[config.mk]
export PLATFORM = sky130hd
export DESIGN_NAME = ppp_fifo
export DESIGN_NICKNAME = d
export VERILOG_FILES = /design/src/hdl/ppp_fifo.sv
export SDC_FILE = /design/constraint.sdc
export NUM_CORES = 1
export LEC_CHECK = 0
export BUFFER_PORTS_ARGS = -buffer_cell sky130_fd_sc_hd__buf_4
export CAP_MARGIN = 40
export CORE_MARGIN = 2
export CORE_UTILIZATION = 40
export CTS_CLUSTER_DIAMETER = 80
export DETAILED_ROUTE_END_ITERATION = 6
export PLACE_DENSITY = 0.57
export SETUP_SLACK_MARGIN = 0.3
export SLEW_MARGIN = 20
export SYNTH_ARGS = -nofsm -noshare
export SYNTH_HDL_FRONTEND = slang
export SYNTH_SLANG_ARGS = --single-unit
[constraint.sdc]
create_clock -name clk_i -period 4.3 [get_ports clk_i]
set_input_delay 0.86 -clock clk_i [delete_from_list [all_inputs] [get_ports clk_i]]
set_output_delay 0.86 -clock clk_i [all_outputs]
set_load 0.02 [all_outputs]
[src/hdl/ppp_fifo.sv]
// Small register queue with fall-through read data.
module ppp_fifo #(
  parameter int unsigned WIDTH = 8,
  parameter int unsigned DEPTH = 4
) (
  input  logic             clk_i,
  input  logic             rst_ni,
  input  logic             push_i,
  output logic             full_o,
  input  logic [WIDTH-1:0] wdata_i,
  input  logic             pop_i,
  output logic             empty_o,
  output logic [WIDTH-1:0] rdata_o
);
  localparam int unsigned PTRW = (DEPTH > 1) ? $clog2(DEPTH) : 1;
  localparam int unsigned CNTW = $clog2(DEPTH + 1);

  logic [WIDTH-1:0] mem_q [DEPTH];
  logic [PTRW-1:0]  wr_q, wr_d, rd_q, rd_d;
  logic [CNTW-1:0]  cnt_q, cnt_d;
  logic             wr_en, rd_en;

  assign full_o  = (cnt_q == CNTW'(DEPTH));
  assign empty_o = (cnt_q == '0);
  assign wr_en   = push_i && !full_o;
  assign rd_en   = pop_i && !empty_o;
  assign rdata_o = mem_q[rd_q];

  always_comb begin
    wr_d  = wr_en ? ((wr_q == PTRW'(DEPTH - 1)) ? '0 : wr_q + 1'b1) : wr_q;
    rd_d  = rd_en ? ((rd_q == PTRW'(DEPTH - 1)) ? '0 : rd_q + 1'b1) : rd_q;
    cnt_d = cnt_q + CNTW'(wr_en) - CNTW'(rd_en);
  end

  always_ff @(posedge clk_i or negedge rst_ni) begin
    if (!rst_ni) begin
      wr_q  <= '0;
      rd_q  <= '0;
      cnt_q <= '0;
    end else begin
      wr_q  <= wr_d;
      rd_q  <= rd_d;
      cnt_q <= cnt_d;
    end
  end

  always_ff @(posedge clk_i) begin
    if (wr_en) begin
      mem_q[wr_q] <= wdata_i;
    end
  end

  a_cnt_bound: assert property (@(posedge clk_i) disable iff (!rst_ni)
    cnt_q <= CNTW'(DEPTH))
    else $error("queue holds more words than it has entries");

  a_pop_empty: assert property (@(posedge clk_i) disable iff (!rst_ni)
    (pop_i && empty_o && !push_i) |=> (cnt_q == '0))
    else $error("pop of an empty queue changed its fill");

endmodule

==> flow_summary.toml <==
[worst_setup_path]
cp-end-kind = "primary output"
crit_fanout = 11
slowest_stage = "dfrtp_1"
required_ps = 3440
crit_path_max_incr_delay_ps = 730
worstPathArrival_ps = 1780
critical-path-top-delay-family = "flip-flops"
worstPathCellList = "mux4_2 -> buf_4"
crit_buf_inv = 1
crit_path_start_kind = "register"
critical_path_class = "reg2out"

[pwr]
swShare_pct = 31.5
vdd_drop_max_v = 0.000262
p_per_area_mw_per_mm2 = 701
p_switching_mw = 0.425
intPower_mw = 0.926
leakagePower_nw = 0.736
clock_power_share_pct = 22.1
share_comb_of_total_power_pct = 33.9
power_frac_seq_pct = 44.0

[cts]
clk_path_buf_depth = 2
postCtsSetupRepairBufs = 0
htreeDepth = 2
cts_buffers = 5
cts_sinks = 39
cts_resized = 0
cts.clk_slew.worst_paths_ps = 70
tritoncts = "done"
root_buffer = "clkbuf_8"
ctsHoldBuffers = 0
clk_latency_ps = 290

[floorplan]
die_area_sq_mm = 0.00453
core_sq_mm = 0.00391
die_w_microns = 67.3
die_h_microns = 67.3
initial_core_util_pct = 41.0
pin_count = 22
rows = 23

[final_layout]
diodes = 0
area_growth_pct = 20.2
postLayoutCoreUtil_pct = 49.2
fillers = 358
finalNetCount = 127
layout-drive-gt1-share_pct = 39.8

[logic_synthesis]
syn_nets = 101
synth_seq_cells = 39
synth_area_per_cell_sq_um = 19.8
yosys.area.top_type_share_pct = 60.0
synthArstFlopShare_pct = 17.9
synth_edf_count = 32
yosys-top-cells-area = "edfxtp_1 60%, mux4_2 11%, dfrtp_1 11%"
synth.distinct_cells = 19
synth-main-ff-cell = "edfxtp_1"
yosys.area.top_type = "edfxtp_1"
synth_cells = 81
syn_area_sq_mm = 0.00160
ys_seq_area_share_pct = 70.9
yosysWarningCount = 0

[placement]
dp_hpwl_mm = 1.67
place_congestion = 0.715
io_buffer_count = 21

[detailed_routing]
drc_errors = 0
first_pass_iters = 4
wl_per_cell_microns = 15.3
wl_mm = 2.41
drtIter0Drc = 9
viasPerCell = 4.84
vias = 764
ant_nets = 0

[outcome]
status = "finished clean"

[global_route]
grt_max_degree = 14
track_usage_pct = 12.5
overflow = 0
grt_pass1_wl_mm = 3.85
antenna_found_initial = 0
grt_pass1_vias = 785

[sta]
finalCritPeriodShare_pct = 61.3
max_slew_margin_pct = 59.8
tightest_slew_ps = 603
finalSetupTns_ps = 0
setup_viol = 0
layout_min_cycle_time_ps = 2640
hold_viol = 0
skew_ps = 2.60
fmax_mhz = 379
slew_violations = 0
rsz0062_at_grt = "false"

[worst_hold_path]
hold_class = "in2async"

[job]
cap_violations = 0
## flip-flops by register name, indices dropped and copies added (netlist names)
signal / flops
rd_q: 2
mem_q: 32
wr_q: 2
cnt_q: 3
## worst paths after layout
check,slack (ps),start,depth (start not counted),endpoint
worst max register to register,2150,cnt_q[2],9,cnt_q[2]
worst min register to register,600,cnt_q[0],1,cnt_q[0]
worst min-delay path,370,rst_ni,1,cnt_q[1]
max in group asynchronous,3810,rst_ni,1,rd_q[1]
min in group clk_i,600,cnt_q[0],1,cnt_q[0]
worst max-delay path,1660,rd_q[0],2,rdata_o[0]
## metal layers
| metal | global-route usage [%] | vias to the layer above | wire length [microns] |
|---|---|---|---|
| li1 | - | 356 | - |
| met1 | 15.1 | 383 | 1020 |
| met2 | 19.7 | 19 | 1210 |
| met3 | 5.00 | 6 | 137 |
| met4 | 6.12 | 0 | 50 |
| met5 | 0 | - | 0 |
## cell usage after synthesis (2+ instances only)
master    count
nor2_1        2
ha_1          7
mux2_2        2
edfxtp_1     32
and2_1        4
inv_1         7
xnor2_1       2
dfrtp_1       7
mux4_2        8
## final cells by class
class | count | area [sq um] | area share (%)
inverters | 7 | 26.3 | 1.36
clock inverters | 3 | 43.8 | 2.27
flip-flops and latches | 39 | 1140 | 59.0
multi-input cells | 33 | 432 | 22.4
repair buffers | 21 | 158 | 8.18
well taps | 50 | 62.6 | 3.25
clock buffers | 5 | 68.8 | 3.57
## per-stage QoR
step	power (mW)	setup slack (ps)	cell area, sq um	hold WS [ps]	cells
global route	1.44	1530	1930	363	158
CTS	1.38	1590	1930	367	158
finish	1.35	1660	1930	369	158
global placement	1.06	1800	1810	583	150
floorplan	0.911	1820	1600	558	81
detailed placement	1.08	1750	1810	590	150
## power by group through the flow
stage / registers, mW / logic, mW / clock network [mW]
after CTS: 0.601 / 0.470 / 0.304
after global routing: 0.612 / 0.506 / 0.321
after global placement: 0.603 / 0.460 / 0
after detailed placement: 0.609 / 0.472 / 0
after floorplan: 0.552 / 0.359 / 0
final: 0.594 / 0.459 / 0.298
## kinds of logic (layout without fill, tap and decap cells)
family                     after synthesis  in the layout  synth area share (%)
adders and majority gates                8              8                  6.71
xor gates and xnor gates                 2              2                  1.09
DFF                                     39             39                  70.9
and+or+nand+nor                         11             11                  5.15
buffers and inverters                    9             36                  2.19
muxes                                   11             11                  13.6
AOI/OAI and AO/OA                        1              1                 0.391
## cells in the final DEF (no fill, tap or decap), drive strengths merged
| master | count |
|---|---|
| xnor2 | 2 |
| clkinv | 2 |
| mux4 | 8 |
| nand2 | 1 |
| ha | 7 |
| edfxtp | 32 |
| and2 | 4 |
| nor3b | 1 |
| nor2b | 1 |
| buf | 21 |
| nand2b | 1 |
| dfrtp | 7 |
| bufinv | 1 |
| o22ai | 1 |
| clkbuf | 5 |
| mux2 | 3 |
| inv | 7 |
| nor3 | 1 |
| fa | 1 |
| nor2 | 2 |
Note: power is estimated with default switching activity, not from simulation.
